### src/hdl/ecpr_pkg.sv
`timescale 1ns / 1ps
// -----------------------------------------------------------------------------
// ecpr_pkg
// Shared types, codes and default sizes for the enhanced clock replacement core.
// -----------------------------------------------------------------------------
package ecpr_pkg;

    // default sizes
    localparam int FRAMES_DEF   = 64;
    localparam int TAG_BITS_DEF = 20;

    // fixed port widths
    localparam int KIND_W     = 2;
    localparam int FRAME_IN_W = 6;
    localparam int TAG_IN_W   = 20;
    localparam int CFG_W      = 7;

    localparam logic [CFG_W-1:0] CFG_RESET = 7'd64;

    // request kinds
    localparam logic [KIND_W-1:0] KIND_PLACE  = 2'd0;
    localparam logic [KIND_W-1:0] KIND_REF    = 2'd1;
    localparam logic [KIND_W-1:0] KIND_REMOVE = 2'd2;
    localparam logic [KIND_W-1:0] KIND_VICTIM = 2'd3;

    // scan operations of the evaluation unit
    localparam int OP_W = 2;
    localparam logic [OP_W-1:0] OP_REF    = 2'd0;
    localparam logic [OP_W-1:0] OP_REMOVE = 2'd1;
    localparam logic [OP_W-1:0] OP_SWEEP  = 2'd2;

    localparam int SWEEPS = 4;
    localparam logic [1:0] LAST_SWEEP = 2'(SWEEPS - 1);

    // verdict on one frame entry
    typedef struct packed {
        logic hit;
        logic wr;
        logic occ_n;
        logic used_n;
        logic dirty_n;
    } t_eval;

endpackage

### src/hdl/ecpr_ram.sv
`timescale 1ns / 1ps
// -----------------------------------------------------------------------------
// ecpr_ram
// Generic simple dual-port RAM, one write and one registered read port.
// -----------------------------------------------------------------------------
module ecpr_ram #(
    parameter int WIDTH = 8,
    parameter int DEPTH = 64
) (
    input  logic                     i_clk,
    input  logic                     i_wr_en,
    input  logic [$clog2(DEPTH)-1:0] i_wr_addr,
    input  logic [WIDTH-1:0]         i_wr_data,
    input  logic                     i_rd_en,
    input  logic [$clog2(DEPTH)-1:0] i_rd_addr,
    output logic [WIDTH-1:0]         o_rd_data
);

    logic [WIDTH-1:0] r_mem [DEPTH];
    logic [WIDTH-1:0] r_rd_data;

    always_ff @(posedge i_clk) begin
        if (i_wr_en) begin
            r_mem[i_wr_addr] <= i_wr_data;
        end
        if (i_rd_en) begin
            r_rd_data <= r_mem[i_rd_addr];
        end
    end

    assign o_rd_data = r_rd_data;

endmodule

### src/hdl/ecpr_eval.sv
`timescale 1ns / 1ps
// -----------------------------------------------------------------------------
// ecpr_eval
// Shared frame evaluation unit: tag match for lookups, use/dirty class test
// for the victim sweeps, and the updated status bits to write back.
// -----------------------------------------------------------------------------
module ecpr_eval #(
    parameter int TAG_BITS = ecpr_pkg::TAG_BITS_DEF
) (
    input  logic [ecpr_pkg::OP_W-1:0] i_op,
    input  logic                      i_want_dirty,
    input  logic                      i_modified,
    input  logic [TAG_BITS-1:0]       i_key_tag,
    input  logic                      i_occ,
    input  logic                      i_used,
    input  logic                      i_dirty,
    input  logic [TAG_BITS-1:0]       i_tag,
    output ecpr_pkg::t_eval           o_eval
);

    logic tag_hit;

    assign tag_hit = i_occ && (i_tag == i_key_tag);

    always_comb begin
        o_eval.hit     = 1'b0;
        o_eval.wr      = 1'b0;
        o_eval.occ_n   = i_occ;
        o_eval.used_n  = i_used;
        o_eval.dirty_n = i_dirty;
        case (i_op)
            ecpr_pkg::OP_REF: begin
                o_eval.hit     = tag_hit;
                o_eval.wr      = tag_hit;
                o_eval.used_n  = 1'b1;
                o_eval.dirty_n = i_dirty | i_modified;
            end
            ecpr_pkg::OP_REMOVE: begin
                o_eval.hit     = tag_hit;
                o_eval.wr      = tag_hit;
                o_eval.occ_n   = 1'b0;
                o_eval.used_n  = 1'b0;
                o_eval.dirty_n = 1'b0;
            end
            ecpr_pkg::OP_SWEEP: begin
                o_eval.hit    = i_occ && !i_used && (i_dirty == i_want_dirty);
                // second-chance sweeps take the use bit away from non-matches
                o_eval.wr     = i_occ && !o_eval.hit && i_want_dirty;
                o_eval.used_n = 1'b0;
            end
            default: begin
                o_eval.hit = 1'b0;
                o_eval.wr  = 1'b0;
            end
        endcase
    end

endmodule

### src/hdl/enhanced_clock_page_replacement_core.sv
`timescale 1ns / 1ps
// -----------------------------------------------------------------------------
// enhanced_clock_page_replacement_core
// Enhanced second-chance clock replacement over one pool of frames. Frame state
// (occupied, use, dirty, tag) sits in one RAM; a sequencer walks it one frame
// at a time through a shared evaluation unit.
// -----------------------------------------------------------------------------
//  channel | direction | handshake               | beat
//  cfg     | in        | i_cfg_valid/o_cfg_ready | i_cfg_data (frames_in_use)
//  in      | in        | i_in_valid/o_in_ready   | kind, frame, page_tag, modified
//  out     | out       | o_out_valid/i_out_ready | found, frame_index, victim_tag,
//          |           |                         | victim_dirty
//
// Place: the request goes from accept straight to S_DONE. Reference/remove:
// examine up to count frames. Victim: examine up to 4 * count frames.
// Each examined frame passes a RAM read state (S_RD) and an evaluate/write
// state (S_EV). After reset a clearing pass over all FRAMES frames runs before
// o_in_ready rises. One item at a time; a finished result waits in the output
// register while the next item is accepted.
// -----------------------------------------------------------------------------
module enhanced_clock_page_replacement_core #(
    parameter int FRAMES   = ecpr_pkg::FRAMES_DEF,
    parameter int TAG_BITS = ecpr_pkg::TAG_BITS_DEF
) (
    input  logic                            i_clk,
    input  logic                            i_rst_n,
    // configuration
    input  logic                            i_cfg_valid,
    output logic                            o_cfg_ready,
    input  logic [ecpr_pkg::CFG_W-1:0]      i_cfg_data,
    // request
    input  logic                            i_in_valid,
    output logic                            o_in_ready,
    input  logic [ecpr_pkg::KIND_W-1:0]     i_kind,
    input  logic [ecpr_pkg::FRAME_IN_W-1:0] i_frame,
    input  logic [ecpr_pkg::TAG_IN_W-1:0]   i_page_tag,
    input  logic                            i_modified,
    // result
    output logic                            o_out_valid,
    input  logic                            i_out_ready,
    output logic                            o_found,
    output logic [ecpr_pkg::FRAME_IN_W-1:0] o_frame_index,
    output logic [ecpr_pkg::TAG_IN_W-1:0]   o_victim_tag,
    output logic                            o_victim_dirty
);

    localparam int FRAME_W = $clog2(FRAMES);
    localparam int CNT_W   = $clog2(FRAMES + 1);
    localparam int WORD_W  = TAG_BITS + 3;
    localparam int OCC_B   = TAG_BITS + 2;
    localparam int USED_B  = TAG_BITS + 1;
    localparam int DIRTY_B = TAG_BITS;

    localparam logic [2:0] S_CLEAR = 3'd0;
    localparam logic [2:0] S_IDLE  = 3'd1;
    localparam logic [2:0] S_RD    = 3'd2;
    localparam logic [2:0] S_EV    = 3'd3;
    localparam logic [2:0] S_DONE  = 3'd4;

    logic [2:0]                  r_state, n_state;
    logic [ecpr_pkg::CFG_W-1:0]  r_cfg;
    logic [FRAME_W-1:0]          r_hand, n_hand;
    logic [FRAME_W-1:0]          r_ptr, n_ptr;
    logic [CNT_W-1:0]            r_step, n_step;
    logic [1:0]                  r_sweep, n_sweep;
    logic [ecpr_pkg::OP_W-1:0]   r_op, n_op;
    logic [TAG_BITS-1:0]         r_key, n_key;
    logic                        r_mod, n_mod;
    logic                        r_res_found, n_res_found;
    logic [FRAME_W-1:0]          r_res_idx, n_res_idx;
    logic [TAG_BITS-1:0]         r_res_tag, n_res_tag;
    logic                        r_res_dirty, n_res_dirty;
    logic                        r_out_valid;
    logic                        r_out_found;
    logic [ecpr_pkg::FRAME_IN_W-1:0] r_out_idx;
    logic [ecpr_pkg::TAG_IN_W-1:0]   r_out_tag;
    logic                        r_out_dirty;

    logic [CNT_W-1:0]   count;
    logic [CNT_W-1:0]   ptr_inc;
    logic [FRAME_W-1:0] ptr_next;
    logic               in_acc;
    logic               place_ok;
    logic               out_load;

    logic               ram_we;
    logic [FRAME_W-1:0] ram_waddr;
    logic [WORD_W-1:0]  ram_wdata;
    logic               ram_re;
    logic [WORD_W-1:0]  ram_rdata;

    ecpr_pkg::t_eval    ev;

    // managed count: zero acts as one, clipped to the pool size
    always_comb begin
        if (r_cfg == '0) begin
            count = CNT_W'(1);
        end else if (32'(r_cfg) > FRAMES) begin
            count = CNT_W'(FRAMES);
        end else begin
            count = CNT_W'(r_cfg);
        end
    end

    assign ptr_inc  = CNT_W'(r_ptr) + CNT_W'(1);
    assign ptr_next = (ptr_inc >= count) ? '0 : r_ptr[FRAME_W-1:0] + FRAME_W'(1);

    assign o_in_ready  = (r_state == S_IDLE);
    assign o_cfg_ready = 1'b1;
    assign in_acc      = i_in_valid && o_in_ready;
    assign place_ok    = (32'(i_frame) < 32'(count));
    assign out_load    = (r_state == S_DONE) && (!r_out_valid || i_out_ready);

    ecpr_ram #(
        .WIDTH (WORD_W),
        .DEPTH (FRAMES)
    ) u_ram (
        .i_clk     (i_clk),
        .i_wr_en   (ram_we),
        .i_wr_addr (ram_waddr),
        .i_wr_data (ram_wdata),
        .i_rd_en   (ram_re),
        .i_rd_addr (r_ptr),
        .o_rd_data (ram_rdata)
    );

    ecpr_eval #(
        .TAG_BITS (TAG_BITS)
    ) u_eval (
        .i_op         (r_op),
        .i_want_dirty (r_sweep[0]),
        .i_modified   (r_mod),
        .i_key_tag    (r_key),
        .i_occ        (ram_rdata[OCC_B]),
        .i_used       (ram_rdata[USED_B]),
        .i_dirty      (ram_rdata[DIRTY_B]),
        .i_tag        (ram_rdata[TAG_BITS-1:0]),
        .o_eval       (ev)
    );

    assign ram_re = (r_state == S_RD);

    // RAM write port: clearing pass, place, or write-back after evaluation
    always_comb begin
        ram_we    = 1'b0;
        ram_waddr = r_ptr;
        ram_wdata = '0;
        if (r_state == S_CLEAR) begin
            ram_we = 1'b1;
        end else if (in_acc && (i_kind == ecpr_pkg::KIND_PLACE) && place_ok) begin
            ram_we    = 1'b1;
            ram_waddr = FRAME_W'(i_frame);
            ram_wdata = {1'b1, 1'b1, i_modified, TAG_BITS'(i_page_tag)};
        end else if ((r_state == S_EV) && ev.wr) begin
            ram_we    = 1'b1;
            ram_wdata = {ev.occ_n, ev.used_n, ev.dirty_n, ram_rdata[TAG_BITS-1:0]};
        end
    end

    always_comb begin
        n_state     = r_state;
        n_hand      = r_hand;
        n_ptr       = r_ptr;
        n_step      = r_step;
        n_sweep     = r_sweep;
        n_op        = r_op;
        n_key       = r_key;
        n_mod       = r_mod;
        n_res_found = r_res_found;
        n_res_idx   = r_res_idx;
        n_res_tag   = r_res_tag;
        n_res_dirty = r_res_dirty;
        case (r_state)
            S_CLEAR: begin
                n_ptr = r_ptr + FRAME_W'(1);
                if (r_ptr == FRAME_W'(FRAMES - 1)) begin
                    n_ptr   = '0;
                    n_state = S_IDLE;
                end
            end
            S_IDLE: begin
                if (in_acc) begin
                    n_key       = TAG_BITS'(i_page_tag);
                    n_mod       = i_modified;
                    n_step      = '0;
                    n_sweep     = '0;
                    n_res_found = 1'b0;
                    n_res_idx   = '0;
                    n_res_tag   = '0;
                    n_res_dirty = 1'b0;
                    case (i_kind)
                        ecpr_pkg::KIND_PLACE: begin
                            n_state = S_DONE;
                            if (place_ok) begin
                                n_res_found = 1'b1;
                                n_res_idx   = FRAME_W'(i_frame);
                            end
                        end
                        ecpr_pkg::KIND_REF: begin
                            n_op    = ecpr_pkg::OP_REF;
                            n_ptr   = '0;
                            n_state = S_RD;
                        end
                        ecpr_pkg::KIND_REMOVE: begin
                            n_op    = ecpr_pkg::OP_REMOVE;
                            n_ptr   = '0;
                            n_state = S_RD;
                        end
                        default: begin
                            n_op    = ecpr_pkg::OP_SWEEP;
                            // a hand left beyond a shrunk count restarts at frame 0
                            n_ptr   = (CNT_W'(r_hand) >= count) ? '0 : r_hand;
                            n_state = S_RD;
                        end
                    endcase
                end
            end
            S_RD: begin
                n_state = S_EV;
            end
            S_EV: begin
                n_ptr = ptr_next;
                if (ev.hit) begin
                    n_res_found = 1'b1;
                    n_res_idx   = r_ptr;
                    n_state     = S_DONE;
                    if (r_op == ecpr_pkg::OP_SWEEP) begin
                        n_res_tag   = ram_rdata[TAG_BITS-1:0];
                        n_res_dirty = ram_rdata[DIRTY_B];
                        n_hand      = ptr_next;
                    end
                end else if ((r_step + CNT_W'(1)) == count) begin
                    n_step = '0;
                    if (r_op != ecpr_pkg::OP_SWEEP) begin
                        n_state = S_DONE;
                    end else if (r_sweep == ecpr_pkg::LAST_SWEEP) begin
                        n_hand  = ptr_next;
                        n_state = S_DONE;
                    end else begin
                        n_sweep = r_sweep + 2'd1;
                        n_state = S_RD;
                    end
                end else begin
                    n_step  = r_step + CNT_W'(1);
                    n_state = S_RD;
                end
            end
            S_DONE: begin
                if (out_load) begin
                    n_state = S_IDLE;
                end
            end
            default: begin
                n_state = S_IDLE;
            end
        endcase
    end

    always_ff @(posedge i_clk) begin
        if (!i_rst_n) begin
            r_state     <= S_CLEAR;
            r_cfg       <= ecpr_pkg::CFG_RESET;
            r_hand      <= '0;
            r_ptr       <= '0;
            r_step      <= '0;
            r_sweep     <= '0;
            r_op        <= ecpr_pkg::OP_REF;
            r_out_valid <= 1'b0;
        end else begin
            r_state <= n_state;
            r_hand  <= n_hand;
            r_ptr   <= n_ptr;
            r_step  <= n_step;
            r_sweep <= n_sweep;
            r_op    <= n_op;
            if (i_cfg_valid) begin
                r_cfg <= i_cfg_data;
            end
            if (out_load) begin
                r_out_valid <= 1'b1;
            end else if (i_out_ready) begin
                r_out_valid <= 1'b0;
            end
        end
    end

    always_ff @(posedge i_clk) begin
        r_key       <= n_key;
        r_mod       <= n_mod;
        r_res_found <= n_res_found;
        r_res_idx   <= n_res_idx;
        r_res_tag   <= n_res_tag;
        r_res_dirty <= n_res_dirty;
        if (out_load) begin
            r_out_found <= r_res_found;
            r_out_idx   <= ecpr_pkg::FRAME_IN_W'(r_res_idx);
            r_out_tag   <= ecpr_pkg::TAG_IN_W'(r_res_tag);
            r_out_dirty <= r_res_dirty;
        end
    end

    assign o_out_valid    = r_out_valid;
    assign o_found        = r_out_found;
    assign o_frame_index  = r_out_idx;
    assign o_victim_tag   = r_out_tag;
    assign o_victim_dirty = r_out_dirty;

endmodule

### config.mk
export PLATFORM = sky130hd
export DESIGN_NAME = enhanced_clock_page_replacement_core
export DESIGN_NICKNAME = d
export VERILOG_FILES = /design/src/hdl/ecpr_pkg.sv /design/src/hdl/ecpr_ram.sv /design/src/hdl/ecpr_eval.sv /design/src/hdl/enhanced_clock_page_replacement_core.sv
export SDC_FILE = /design/constraint.sdc
export NUM_CORES = 2
export LEC_CHECK = 0
export BUFFER_PORTS_ARGS = -buffer_cell sky130_fd_sc_hd__buf_2
export CAP_MARGIN = 20
export CORE_MARGIN = 4
export CORE_UTILIZATION = 50
export CTS_BUF_LIST = sky130_fd_sc_hd__clkbuf_8 sky130_fd_sc_hd__clkbuf_16
export DETAILED_ROUTE_END_ITERATION = 10
export MAX_ROUTING_LAYER = met4
export PLACE_DENSITY = 0.65
export SKIP_LAST_GASP = 1
export SLEW_MARGIN = 5
export SYNTH_ARGS = -nofsm -noshare
export SYNTH_HDL_FRONTEND = slang
export SYNTH_HIERARCHICAL = 1
export SYNTH_SLANG_ARGS = --single-unit
### constraint.sdc
create_clock -name i_clk -period 6.4 [get_ports i_clk]
set_input_delay 0.64 -clock i_clk [delete_from_list [all_inputs] [get_ports i_clk]]
set_output_delay 0.64 -clock i_clk [all_outputs]
set_load 0.1 [all_outputs]
==> results.cfg <==
[outcome]
status = completed

[logic_synthesis]
synth-async-reset-ratio_pct = 0
synth.ff_latch_count = 1606
seq_area_frac_synth_pct = 76.6
synthesis.nets = 3000
yosysWarnings = 6
synth.most_common_cell = edfxtp_1
synth_top_area_share_pct = 75.5
synthTopCellsByArea = edfxtp_1, mux4_2, mux2i_1, dfxtp_1, a22o_1
synth_cell_types = 68
synth_top_area_cell = edfxtp_1
synth_area_um2 = 62500
ys_top_cells_by_count = edfxtp_1, mux4_2, nor2_1
avgSynthCellArea_um2 = 21.3
synthFlopType = edfxtp_1
synth_edf_count = 1572
synth_cells = 2936

[setup_path]
timing_worst_setup_path_type = reg -> reg
startpoint_type = flop
end_kind = flop
regToRegSetupSlack_ns = 0.97
crit_arrival_ns = 5.85
cp_max_fo = 23
cp.required_ns = 6.82

[sta]
final_max_slew_viol_count = 0
hold_viol_final = 0
rsz0062_at_grt = no
setup_tns_ns = 0
clock_skew_ns = 0.0278
setup_viol = 0
post-route-period-util_pct = 84.8
finalCriticalPeriod_ns = 5.43
slew_headroom_pct = 26.6
max_freq_mhz = 184
tightest_slew_ns = 1.10

[routing]
drt_first_pass_iters = 6
wl_per_cell_um = 31.6
num_vias = 31041
antenna_left = 0
drcViolationCount = 0
vias_per_cell = 6.34
drt-initial-drc-count = 4254
wirelength_um = 155000

[clock_tree]
post-cts-setup-buffers = 0
cts_hold_buf = 0
insertion_delay_ns = 0.78
htreeDepth = 4
clockBufferDepth = 3
cts_sinks = 1606
cts_root_buffer = clkbuf_16
cts_resized = 0
cts_tree = built
numCtsBuffers = 157
clk_pin_slew_ns = 0.06

[floorplanning]
io_pins = 72
start_util_pct = 50.4
fp-row-count = 129
die_w_um = 362
die_area_um2 = 131000
fp.coreArea_um2 = 124000
die_h_um = 362

[finish]
fill_cells = 8946
drive_gt1_share_pct = 28.2
final_area_um2 = 70500
nets = 3192
final_core_util_pct = 56.9
multi_input_comb_area_um2 = 14000
regArea_um2 = 47900
syn_to_final_growth_pct = 12.9

[pwr]
p_leak_nw = 19.1
p_per_area_nw_per_um2 = 305
vdd_ir_drop_max_v = 0.000221
total_power_mw = 21.5

[placed_design]
placed_area_um2 = 65300
io_buffers = 70
place.gp.congestion = 0.888
dp_hpwl_um = 93200

[run]
maxCapViolCount = 0

[global_routing]
grt_max_degree = 115
grt_antenna_before_repair = 2
grt_pass1_wl_um = 223000
overflow = 0
grt_usage_pct = 24.5
grt_pass1_vias = 31009

[min_path]
worstHoldPathType = in -> reg
-- per-stage QoR --
stage / worst slack (ns) / hold slack [ns] / instances
after floorplan: 1.54 / 0.400 / 2936
after global placement: 1.21 / 0.403 / 4602
after detailed placement: 1.17 / 0.405 / 4602
after CTS: 1.09 / 0.0207 / 4888
after global routing: 0.703 / 0.0431 / 4892
final: 0.974 / 0.0736 / 4896
-- critical path: stages (launching register included) --
cell and delay (ns):
dfxtp_1 0.57, inv_1 0.31, nand2_1 0.21, ha_1 0.26
and4_1 0.21, o21ai_0 0.08, o221ai_1 0.22, nor2_2 0.67
buf_4 0.34, or3_1 0.36, nor2b_1 0.34, nand3_1 0.77
nor2_2 0.33, buf_4 0.37
-- cell type report --
type	instances	area share (%)
Antenna cell	4	0.0142
Clock buffer	163	5.75
Sequential cell	1606	67.9
Timing Repair Buffer	192	2.00
Multi-Input combinational cell	1158	19.8
Tap cell	1637	2.90
Inverter	13	0.0692
Clock inverter	123	1.55
-- cell families (layout without fill, tap and decap cells) --
| logic type | Yosys count | count (layout) | share of synthesized area (%) |
|---|---|---|---|
| buffers and inverters | 172 | 491 | 1.38 |
| AND/OR/NAND/NOR | 340 | 340 | 2.67 |
| adder cells (fa/ha/maj) | 23 | 23 | 0.461 |
| AO/OA/AOI/OAI | 290 | 290 | 3.39 |
| other | 1 | 5 | 0.00600 |
| XOR/XNOR | 32 | 32 | 0.495 |
| flip-flops | 1606 | 1606 | 76.6 |
| multiplexers | 472 | 472 | 15.0 |
-- final timing paths --
path / start / end / cells after the start
max: r_cfg[6]$_SDFFE_PN1P_ / u_ram/r_mem[14][2]$_DFFE_PP_ / 13
min: i_page_tag[17] / r_key[17]$_DFFE_PP_ / 1
max reg2reg: r_cfg[6]$_SDFFE_PN1P_ / u_ram/r_mem[14][2]$_DFFE_PP_ / 13
min reg2reg: r_res_tag[13]$_SDFFCE_PN0P_ / o_victim_tag[13]$_DFFE_PP_ / 0
-- per-layer routing --
metal / track usage (%) / share of wire, %
met2: 37.9 / 48
met1: 33.6 / 39
met4: 7.45 / 3.1
met5: - / 0
met3: 4.75 / 9.3
-- where the power goes --
part / switching, mW / total [mW] / internal (mW)
clock network: 3.92 / 9.15 / 5.23
logic: 0.570 / 0.910 / 0.340
registers: 0.0479 / 11.5 / 11.4
-- flip-flops by register name, indices dropped and copies added, names as in the netlist, 2 cells and up --
signal / flops
r_state: 3
o_frame_index: 6
o_victim_tag: 20
r_hand: 6
r_sweep: 2
r_step: 7
u_ram/o_rd_data: 23
r_res_tag: 20
r_cfg: 7
r_res_idx: 6
r_op: 2
r_ptr: 6
u_ram/r_mem: 1472
r_key: 20
-- layout by cell type, fill, tap and decap left out, drive strengths merged, types with 8 or more instances in the layout --
master    instances
ha               23
a21o              8
clkbuf          163
mux2             20
dfxtp            34
o22ai             8
a21oi            37
a22o             50
o221ai           12
clkinv           64
buf             192
mux4            368
clkinvlp         12
xor2             22
nand3b            8
nand3            45
xnor2             8
nand4             8
nor2            116
mux2i            84
nor2b            14
bufinv           15
o21ai            47
nor3             15
nand2b            9
a221oi           23
edfxtp         1572
and3             35
a211oi           21
a22oi            53
inv              45
nand2            60
Power figures use the tool's default switching activity.
